## src/hw/rtl/bbl_pkg.sv

```systemverilog
// Shared types and constants for the box blur line filter.
package bbl_pkg;

  // Width of the count fields in a classified request; it holds counts up to
  // 127 pixels, above any window depth that a 4-bit radius allows.
  localparam int CLS_W = 7;

  // Number of color channels carried per pixel.
  localparam int LANES = 4;

  typedef struct packed {
    logic [7:0] red;
    logic [7:0] green;
    logic [7:0] blue;
    logic [7:0] alpha;
    logic       line_end;
  } pix_in_t;

  typedef struct packed {
    logic [7:0] avg_red;
    logic [7:0] avg_green;
    logic [7:0] avg_blue;
    logic [7:0] avg_alpha;
    logic       out_last;
  } pix_out_t;

  // What the front end decides about one pixel before the back end runs it.
  typedef struct packed {
    logic             emit;
    logic [CLS_W-1:0] pend;
    logic [CLS_W-1:0] seen;
  } cls_t;

  typedef struct packed {
    pix_in_t pixel;
    cls_t    cls;
  } job_t;

endpackage

```

## src/hw/rtl/bbl_ram.sv

```systemverilog
// Generic single-write, single-read RAM with registered read data.
module bbl_ram #(
  parameter int WIDTH = 32,
  parameter int DEPTH = 31
) (
  input  logic                                   clk,
  input  logic                                   we,
  input  logic [((DEPTH > 1) ? $clog2(DEPTH) : 1)-1:0] waddr,
  input  logic [WIDTH-1:0]                       wdata,
  input  logic [((DEPTH > 1) ? $clog2(DEPTH) : 1)-1:0] raddr,
  output logic [WIDTH-1:0]                       rdata
);

  logic [WIDTH-1:0] mem [DEPTH];

  always_ff @(posedge clk) begin
    if (we) begin
      mem[waddr] <= wdata;
    end
    rdata <= mem[raddr];
  end

endmodule

```

## src/hw/rtl/bbl_front.sv

```systemverilog
// Front end: accepts pixels, classifies them and queues them for the back end.
module bbl_front
  import bbl_pkg::*;
#(
  parameter int MAX_RADIUS = 15
) (
  input  logic       clk,
  input  logic       rst,
  input  logic       clear,
  input  logic [3:0] radius,
  input  logic       push,
  input  pix_in_t    pixel,
  output logic       full,
  output job_t       job,
  output logic       job_valid,
  input  logic       job_take
);

  localparam int DEPTH_R = 2 * MAX_RADIUS + 1;
  localparam int CNT_W   = $clog2(DEPTH_R + 1);

  logic [CNT_W-1:0] seen;
  logic [CNT_W-1:0] seen_inc;
  logic [CNT_W-1:0] r_ext;
  logic [1:0]       count;
  logic             head;
  logic             tail;
  logic             push_ok;
  logic             take;
  cls_t             cls;
  job_t             q [2];

  assign r_ext    = CNT_W'(radius);
  assign seen_inc = (seen == CNT_W'(DEPTH_R)) ? seen : seen + 1'b1;

  always_comb begin
    cls.emit = (seen_inc > r_ext);
    cls.seen = CLS_W'(seen_inc);
    if (pixel.line_end) begin
      cls.pend = (seen_inc < r_ext) ? CLS_W'(seen_inc) : CLS_W'(r_ext);
    end else begin
      cls.pend = '0;
    end
  end

  assign full      = (count == 2'd2);
  assign push_ok   = push && !full;
  assign job_valid = (count != 2'd0);
  assign take      = job_take && job_valid;
  assign job       = q[head];

  always_ff @(posedge clk) begin
    if (rst) begin
      seen  <= '0;
      count <= '0;
      head  <= 1'b0;
      tail  <= 1'b0;
    end else begin
      if (clear) begin
        seen <= '0;
      end else if (push_ok) begin
        seen <= pixel.line_end ? '0 : seen_inc;
      end
      if (push_ok) begin
        tail <= ~tail;
      end
      if (take) begin
        head <= ~head;
      end
      count <= count + {1'b0, push_ok} - {1'b0, take};
    end
  end

  always_ff @(posedge clk) begin
    if (push_ok) begin
      q[tail] <= '{pixel: pixel, cls: cls};
    end
  end

endmodule

```

## src/hw/rtl/bbl_div.sv

```systemverilog
// Four-lane restoring divider, one quotient bit per cycle, 8-bit quotients.
module bbl_div
  import bbl_pkg::*;
#(
  parameter int CNT_W = 5,
  parameter int SUM_W = 13
) (
  input  logic                        clk,
  input  logic                        rst,
  input  logic                        start,
  input  logic [LANES-1:0][SUM_W-1:0] sums,
  input  logic [CNT_W-1:0]            divisor,
  output logic                        busy,
  output logic [LANES-1:0][7:0]       quot
);

  logic [LANES-1:0][SUM_W-1:0] rem;
  logic [CNT_W-1:0]            div;
  logic [2:0]                  step;
  logic [SUM_W-1:0]            dsh;

  // The quotient is known to stay below 256, so eight steps cover it.
  assign dsh = SUM_W'(div) << step;

  always_ff @(posedge clk) begin
    if (rst) begin
      busy <= 1'b0;
      step <= '0;
    end else if (start) begin
      busy <= 1'b1;
      step <= 3'd7;
    end else if (busy) begin
      step <= step - 1'b1;
      if (step == 3'd0) begin
        busy <= 1'b0;
      end
    end
  end

  always_ff @(posedge clk) begin
    if (start) begin
      rem  <= sums;
      div  <= divisor;
      quot <= '0;
    end else if (busy) begin
      for (int ln = 0; ln < LANES; ln++) begin
        if (rem[ln] >= dsh) begin
          rem[ln]        <= rem[ln] - dsh;
          quot[ln][step] <= 1'b1;
        end
      end
    end
  end

endmodule

```

## src/hw/rtl/bbl_back.sv

```systemverilog
// Back end: running sums, pixel ring, flush sequencing and result register.
module bbl_back
  import bbl_pkg::*;
#(
  parameter int MAX_RADIUS = 15
) (
  input  logic       clk,
  input  logic       rst,
  input  logic       clear,
  input  logic [3:0] radius,
  input  job_t       job,
  input  logic       job_valid,
  output logic       job_take,
  output pix_out_t   result,
  output logic       empty,
  input  logic       pop
);

  localparam int DEPTH_R = 2 * MAX_RADIUS + 1;
  localparam int PTR_W   = (DEPTH_R > 1) ? $clog2(DEPTH_R) : 1;
  localparam int CNT_W   = $clog2(DEPTH_R + 1);
  localparam int SUM_W   = 8 + CNT_W;

  localparam logic [2:0] S_IDLE  = 3'd0;
  localparam logic [2:0] S_DROP  = 3'd1;
  localparam logic [2:0] S_ADD   = 3'd2;
  localparam logic [2:0] S_FLUSH = 3'd3;
  localparam logic [2:0] S_FDROP = 3'd4;
  localparam logic [2:0] S_START = 3'd5;
  localparam logic [2:0] S_DIV   = 3'd6;
  localparam logic [2:0] S_OUT   = 3'd7;

  logic [2:0]                  state;
  pix_in_t                     pix;
  logic                        emit;
  logic [CNT_W-1:0]            seen;
  logic [CNT_W-1:0]            d;
  logic                        final_out;
  logic [PTR_W-1:0]            ptr;
  logic [CNT_W-1:0]            count;
  logic [LANES-1:0][SUM_W-1:0] sums;
  logic                        out_valid;

  logic [CNT_W-1:0]            r_ext;
  logic [CNT_W-1:0]            fullw;
  logic [CNT_W:0]              dr;
  logic [CNT_W-1:0]            target;
  logic [CNT_W:0]              oldest_w;
  logic [PTR_W-1:0]            oldest;
  logic [31:0]                 wdata;
  logic [31:0]                 rdata;
  logic [LANES-1:0][7:0]       pix_ch;
  logic                        div_busy;
  logic [LANES-1:0][7:0]       quot;
  logic                        load_out;

  assign r_ext  = CNT_W'(radius);
  assign fullw  = CNT_W'({radius, 1'b1});
  assign dr     = (CNT_W + 1)'(d) + (CNT_W + 1)'(r_ext);
  assign target = (dr > (CNT_W + 1)'(seen)) ? seen : CNT_W'(dr);

  // Slot of the oldest pixel in the window.
  always_comb begin
    oldest_w = (CNT_W + 1)'(ptr) + (CNT_W + 1)'(DEPTH_R) - (CNT_W + 1)'(count);
    if (oldest_w >= (CNT_W + 1)'(DEPTH_R)) begin
      oldest_w = oldest_w - (CNT_W + 1)'(DEPTH_R);
    end
    oldest = PTR_W'(oldest_w);
  end

  assign pix_ch = {pix.alpha, pix.blue, pix.green, pix.red};
  assign wdata  = pix_ch;

  bbl_ram #(
    .WIDTH(32),
    .DEPTH(DEPTH_R)
  ) u_ring (
    .clk  (clk),
    .we   (state == S_ADD),
    .waddr(ptr),
    .wdata(wdata),
    .raddr(oldest),
    .rdata(rdata)
  );

  bbl_div #(
    .CNT_W(CNT_W),
    .SUM_W(SUM_W)
  ) u_div (
    .clk    (clk),
    .rst    (rst),
    .start  (state == S_START),
    .sums   (sums),
    .divisor(count),
    .busy   (div_busy),
    .quot   (quot)
  );

  assign job_take = (state == S_IDLE) && job_valid && !clear;
  assign load_out = (state == S_OUT) && (!out_valid || pop);
  assign empty    = !out_valid;

  always_ff @(posedge clk) begin
    if (rst) begin
      state     <= S_IDLE;
      ptr       <= '0;
      count     <= '0;
      sums      <= '0;
      out_valid <= 1'b0;
    end else begin
      if (load_out) begin
        out_valid <= 1'b1;
      end else if (pop) begin
        out_valid <= 1'b0;
      end
      if (clear) begin
        state <= S_IDLE;
        ptr   <= '0;
        count <= '0;
        sums  <= '0;
      end else begin
        case (state)
          S_IDLE: begin
            if (job_valid) begin
              state <= (count >= fullw) ? S_DROP : S_ADD;
            end
          end
          S_DROP, S_FDROP: begin
            for (int ln = 0; ln < LANES; ln++) begin
              sums[ln] <= sums[ln] - SUM_W'(rdata[8*ln +: 8]);
            end
            count <= count - 1'b1;
            state <= (state == S_DROP) ? S_ADD : S_FLUSH;
          end
          S_ADD: begin
            for (int ln = 0; ln < LANES; ln++) begin
              sums[ln] <= sums[ln] + SUM_W'(pix_ch[ln]);
            end
            count <= count + 1'b1;
            ptr   <= (ptr == PTR_W'(DEPTH_R - 1)) ? '0 : ptr + 1'b1;
            if (emit) begin
              state <= S_START;
            end else if (pix.line_end) begin
              state <= S_FLUSH;
            end else begin
              state <= S_IDLE;
            end
          end
          S_FLUSH: begin
            if (d == '0) begin
              // End of line: start the next one from an empty window.
              ptr   <= '0;
              count <= '0;
              sums  <= '0;
              state <= S_IDLE;
            end else if (count > target) begin
              state <= S_FDROP;
            end else begin
              state <= S_START;
            end
          end
          S_START: begin
            state <= S_DIV;
          end
          S_DIV: begin
            if (!div_busy) begin
              state <= S_OUT;
            end
          end
          S_OUT: begin
            if (load_out) begin
              state <= pix.line_end ? S_FLUSH : S_IDLE;
            end
          end
          default: begin
            state <= S_IDLE;
          end
        endcase
      end
    end
  end

  // Request payload and flush bookkeeping.
  always_ff @(posedge clk) begin
    if (job_take) begin
      pix  <= job.pixel;
      emit <= job.cls.emit;
      d    <= CNT_W'(job.cls.pend);
      seen <= CNT_W'(job.cls.seen);
    end
    if (state == S_ADD) begin
      final_out <= pix.line_end && (d == '0);
    end
    if ((state == S_FLUSH) && (d != '0) && !(count > target)) begin
      final_out <= (d == CNT_W'(1));
      d         <= d - 1'b1;
    end
    if (load_out) begin
      result.avg_red   <= quot[0];
      result.avg_green <= quot[1];
      result.avg_blue  <= quot[2];
      result.avg_alpha <= quot[3];
      result.out_last  <= final_out;
    end
  end

  a_count_bound: assert property (@(posedge clk) disable iff (rst)
    count <= CNT_W'(DEPTH_R))
    else $error("window count exceeds ring depth");

  a_idle_window: assert property (@(posedge clk) disable iff (rst)
    (state == S_IDLE) |-> (count <= fullw))
    else $error("window larger than 2*radius+1 between requests");

  a_drop_nonempty: assert property (@(posedge clk) disable iff (rst)
    ((state == S_DROP) || (state == S_FDROP)) |-> (count != '0))
    else $error("dropping a pixel from an empty window");

  a_div_done: assert property (@(posedge clk) disable iff (rst)
    (state == S_OUT) |-> !div_busy)
    else $error("result taken before the divider finished");

endmodule

```

## src/hw/rtl/box_blur_line_filter.sv

```systemverilog
// Top level of the box blur line filter: configuration register and two ends.
//
// This block runs one pass of a separable box blur over a line of ARGB
// pixels. Each request carries one pixel and a line_end flag; each result is
// the truncated per-channel mean over pixels x-radius to x+radius, with the
// window clipped at both ends of the line and divided by the number of pixels
// actually inside it. Results lag the input by radius pixels, and the pixel
// that carries line_end flushes the remaining ones, the last of which carries
// out_last. The radius register sits at byte address 0; writing it restarts
// the line, so write it only between lines while the block is idle. A front
// end classifies each pixel and queues it (two entries deep), and a back end
// keeps the running sums and a ring of the last 2*MAX_RADIUS+1 pixels. Each
// result, also each one flushed at the line end, waits for the shared 8-step
// divider that forms all four channel means, one quotient bit per cycle. A
// result that waits for pop holds the back end for as long as it waits. A
// blur of a whole image feeds rows first and then the columns of that result
// as lines.
module box_blur_line_filter
  import bbl_pkg::*;
#(
  parameter int MAX_RADIUS = 15
) (
  input  logic        clk,
  input  logic        rst,
  input  logic        psel,
  input  logic        penable,
  input  logic        pwrite,
  input  logic [2:0]  paddr,
  input  logic [31:0] pwdata,
  output logic [31:0] prdata,
  output logic        pready,
  input  logic        push,
  input  pix_in_t     pixel,
  output logic        full,
  output pix_out_t    result,
  output logic        empty,
  input  logic        pop
);

  logic [3:0] radius;
  logic       cfg_we;
  job_t       job;
  logic       job_valid;
  logic       job_take;

  // The only register is the radius, at addresses 0 to 3; addresses 4 to 7 read as zero.
  assign pready = 1'b1;
  assign cfg_we = psel && penable && pwrite && (paddr[2] == 1'b0);
  assign prdata = (paddr[2] == 1'b0) ? {28'd0, radius} : 32'd0;

  // Radius is clamped to what the ring can hold.
  always_ff @(posedge clk) begin
    if (rst) begin
      radius <= '0;
    end else if (cfg_we) begin
      if (int'(pwdata[3:0]) > MAX_RADIUS) begin
        radius <= 4'(MAX_RADIUS);
      end else begin
        radius <= pwdata[3:0];
      end
    end
  end

  bbl_front #(
    .MAX_RADIUS(MAX_RADIUS)
  ) u_front (
    .clk      (clk),
    .rst      (rst),
    .clear    (cfg_we),
    .radius   (radius),
    .push     (push),
    .pixel    (pixel),
    .full     (full),
    .job      (job),
    .job_valid(job_valid),
    .job_take (job_take)
  );

  bbl_back #(
    .MAX_RADIUS(MAX_RADIUS)
  ) u_back (
    .clk      (clk),
    .rst      (rst),
    .clear    (cfg_we),
    .radius   (radius),
    .job      (job),
    .job_valid(job_valid),
    .job_take (job_take),
    .result   (result),
    .empty    (empty),
    .pop      (pop)
  );

endmodule
```

## config.mk

```make
export PLATFORM = sky130hd
export DESIGN_NAME = box_blur_line_filter
export DESIGN_NICKNAME = d
export VERILOG_FILES = /design/src/hw/rtl/bbl_pkg.sv /design/src/hw/rtl/bbl_ram.sv /design/src/hw/rtl/bbl_front.sv /design/src/hw/rtl/bbl_div.sv /design/src/hw/rtl/bbl_back.sv /design/src/hw/rtl/box_blur_line_filter.sv
export SDC_FILE = /design/constraint.sdc
export NUM_CORES = 2
export LEC_CHECK = 0
export ABC_CLOCK_PERIOD_IN_PS = 7100
export BUFFER_PORTS_ARGS = -buffer_cell sky130_fd_sc_hd__buf_2
export CORE_ASPECT_RATIO = 0.75
export CORE_MARGIN = 5
export CORE_UTILIZATION = 38
export DETAILED_ROUTE_END_ITERATION = 10
export SYNTH_ARGS = -nofsm -noshare
export SYNTH_HDL_FRONTEND = slang
export SYNTH_SLANG_ARGS = --single-unit
```

## constraint.sdc

```tcl
create_clock -name clk -period 7.1 [get_ports clk]
set_clock_uncertainty 0.2 [all_clocks]
set_input_delay 0.355 -clock clk [delete_from_list [all_inputs] [get_ports clk]]
set_output_delay 0.355 -clock clk [all_outputs]
set_load 0.01 [all_outputs]
```

==> reports/results.txt <==
The total of fill cells in the finished design is 13,760, and the arrival time at the worst endpoint is 5900 ps. The proportion of layout cells with a drive suffix above 1 was 11.68%. For this run, design rule violations remaining after detail routing come to 0. The worst endpoint required time is 7510 ps.

After synthesis, flip-flops and latches occupy 67.59% of the total area. On the critical path, the stage with the largest delay is an instance of nor2_4. The CTS buffer count was 133. The root buffer cell chosen for the clock tree is clkbuf_16.

Final max-slew violation count: 0. During I/O placement, the number of pins put on the boundary was 143. Area taken by multi-input logic gates: 17,820 sq um. Max-cap violations in this run came to 0. After synthesis, the netlist uses 79 different library cells. The delay of the slowest critical-path stage was 670 ps. The max-slew headroom at the worst pin is 14.90%.

The number of buffers added on ports came out at 83. For the worst-skew pair, the clock arrives at the later sink with an insertion delay of 760 ps. Adding up every negative setup slack in the final design gives 0 ps.

From synthesis to final layout, the design area changed by 13.46%. For this block, the routed nets add up to 159,000 um of wire. The number of global-route vias before repair was 35,250.

In the synthesized netlist the dominant register cell turns out to be edfxtp_1. Final estimated routing congestion in global placement: 0.8430. OpenSTA, run right after detailed placement, puts the worst setup slack at 1754 ps. On the critical path the largest part of the delay comes from simple AND/OR/NAND/NOR gates. The average wire per standard cell came out at 24.01 um.

The tools report the launching element type of the critical path as a flop. The detail route stage leaves a number of antenna-violating nets equal to 0. In this run the standard cell core region covers 152,500 sq um.

The final critical path takes up 77.23% of the cycle. Among the stages of the critical path, the cell type that occurs most often is inv_1. Post-CTS timing repair inserted 0 buffers for setup.

The run gives 38.27% as the initial core utilization. Once routing completed, OpenROAD measured the worst setup slack at 1617 ps. The placed wire-length estimate was 95,220 um. The tools report the initial antenna violation count as 3. The combined buffer and inverter count along the critical path came out at 4.

The critical path goes through inv_1 > ha_1 > inv_1 > fa_1 > inv_1 > ha_1 > nand2_1 > nor3_4 > a32oi_1 > nor3_1 > xor2_1 > nor2_4 > buf_4 > a21boi_0 > nor4b_2. After the last flow step, the layout net total stands at 4,726. The tools report the buffer depth of the longest clock path as 3. After synthesis the netlist holds a flip-flop and latch count of 1,363. The H-tree was split into 4 levels. Setup violations remaining at the end of the flow were counted as 0. For the pin count of the biggest net entering global routing, the log shows 89. Timing would allow up to 0.1824 GHz. The mean area per synthesized cell was 13.45 sq um. The tools report the count of clock tree sinks as 1,363. The die outline area was 161,600 sq um; the clock transition at the registers of the reported paths was 60 ps.

The run finished with clean final reports. The floorplan row count is 124. The worst setup path is of the reg2reg kind.

The tools report the length of the first detailed-routing pass in iterations as 6. The hold-fix buffer count after cts was 43. The die is 462.5 um wide.

For this run, the number of Yosys warnings is 0. In this run the worst path has a maximum fanout of 17. The remaining global-route overflow is 0. The worst path in the final design needs a cycle of 5483 ps, including I/O delays and setup.

The worst setup path is captured at a flop. The first-pass GRT wire length came out at 233,400 um. The worst hold path belongs to the class in2reg. The die is 349.4 um tall. The number of gates given a new drive strength after cts came out at 0.

TritonCTS built the clock tree. Across all layers, the routed design uses 36,750 vias. Setup repair after global routing left no endpoint under its margin. The area of all sequential standard cells is 39,450 sq um, and the synthesized cell area is 58,370 sq um.

Combined global-route utilization of all metal layers: 19.20%. The worst setup slack for register-to-register paths is 1620 ps, and the count of mapped cells out of synthesis is 4,341. For this block, the initial DRC count from the detailed router was 4,434. The hold violation total from the final report is 0, and the number of flops mapped to enable cells by yosys is 1,215. The transition time at the pin with the least slew margin is 1276 ps. In the routed layout, each cell is associated on average with a via count of 5.549. After synthesis, the share of flip-flops with an asynchronous set or reset is 0%.
==> area by class of cell <==
| type | instances | area share, % |
|---|---|---|
| Inverter | 104 | 0.5895 |
| Timing Repair Buffer | 240 | 2.777 |
| Clock inverter | 74 | 0.9882 |
| Clock buffer | 168 | 5.349 |
| Antenna cell | 1 | 0.003779 |
| Multi-Input combinational cell | 2656 | 26.91 |
| Sequential cell | 1363 | 59.57 |
| Tap cell | 2016 | 3.809 |
==> layout by cell type, fill, tap and decap left out, types with 18 or more instances in the layout <==
cell           Yosys  final
a211oi_1          38     38
clkinv_2           0     19
a21boi_0          45     45
a22oi_1           43     43
nand2_1          617    614
buf_4             42    103
a31oi_1           39     39
mux2i_1          272    272
conb_1             2     31
dfxtp_1          148    147
nor4b_2           31     31
a21oi_1          153    153
nor2b_1           31     31
or3_1             18     18
o22ai_1           34     33
a32o_1            66     66
clkinv_1           2     26
a32oi_1           98     98
ha_1             142    142
nand3_1           97     97
mux2_2            46     46
xnor2_1           72     72
dlygate4sd3_1      0     43
o21ai_0          143    140
clkbuf_1         127     29
xor2_1            42     42
nor2_1           297    259
inv_1            102    102
edfxtp_1        1215   1215
buf_2             60     83
nor2_4             1     39
nand2b_1          30     28
nor3_1            85     85
clkbuf_16          0    135
==> worst paths after layout <==
path                                      startpoint                       to  depth (start not counted)
worst max-delay path                 u_back.count[0]  u_back.u_ring.rdata[21]                         15
worst min-delay path                       pixel[12]         u_front.q[0][25]                          2
worst max register to register       u_back.count[0]  u_back.u_ring.rdata[21]                         15
worst min register to register  u_back.u_div.quot[2]        u_back.result[27]                          0
==> flip-flops by register name, indices dropped and copies added (netlist names), 32 cells and up, named ones only <==
register             count
u_back.result           33
u_back.u_div.rem        52
u_back.u_ring.mem      992
u_back.sums             52
u_back.u_div.quot       32
u_front.q               88
u_back.u_ring.rdata     32
u_back.pix              33
==> synth_stat cells, types with 66 or more instances <==
cell type     n  area, sq um
nor3_1       85        425.4
nand2_1     617         2316
ha_1        142         1777
inv_1       102        382.9
a21oi_1     153        765.7
clkbuf_1    127        476.7
nor2_1      297         1115
dfxtp_1     148         2963
o21ai_0     143        715.7
edfxtp_1   1215        36480
nand3_1      97        485.5
xnor2_1      72        630.6
a32o_1       66        660.6
mux2i_1     272         2723
a32oi_1      98        858.3
==> metal layers <==
metal / global-route usage (%) / vias up / part of all wire [%]
met5: 0 / - / 0
met4: 4.761 / 0 / 2.0
met3: 3.877 / 195 / 9.0
met2: 27.25 / 1379 / 41
met1: 29.98 / 18560 / 48
li1: - / 16610 / -
==> stage by stage <==
stage,instances,area (sq um),util [%],hold slack [ps]
finish,6622,66220,43.42,118.4
global route,6622,66220,43.42,99.18
CTS,6621,66220,43.42,66.34
detailed placement,6336,61590,40.38,217.9
global placement,6336,61590,40.38,220.0
floorplan,4370,58470,-,200.3
==> cell families (layout without fill, tap and decap cells) <==
family	after synthesis	in the layout	share of synthesized area, %
other cells	2	32	0.01287
flops	1363	1363	67.59
fa+ha+maj	153	153	3.421
compound gates	776	776	9.231
simple gates	1264	1264	9.816
xor+xnor	114	114	1.711
buf+inv	351	586	2.669
mux	318	318	5.552
Power is not shown: default switching activity piles up to over one toggle a cycle in this logic, so the estimate is an artifact.
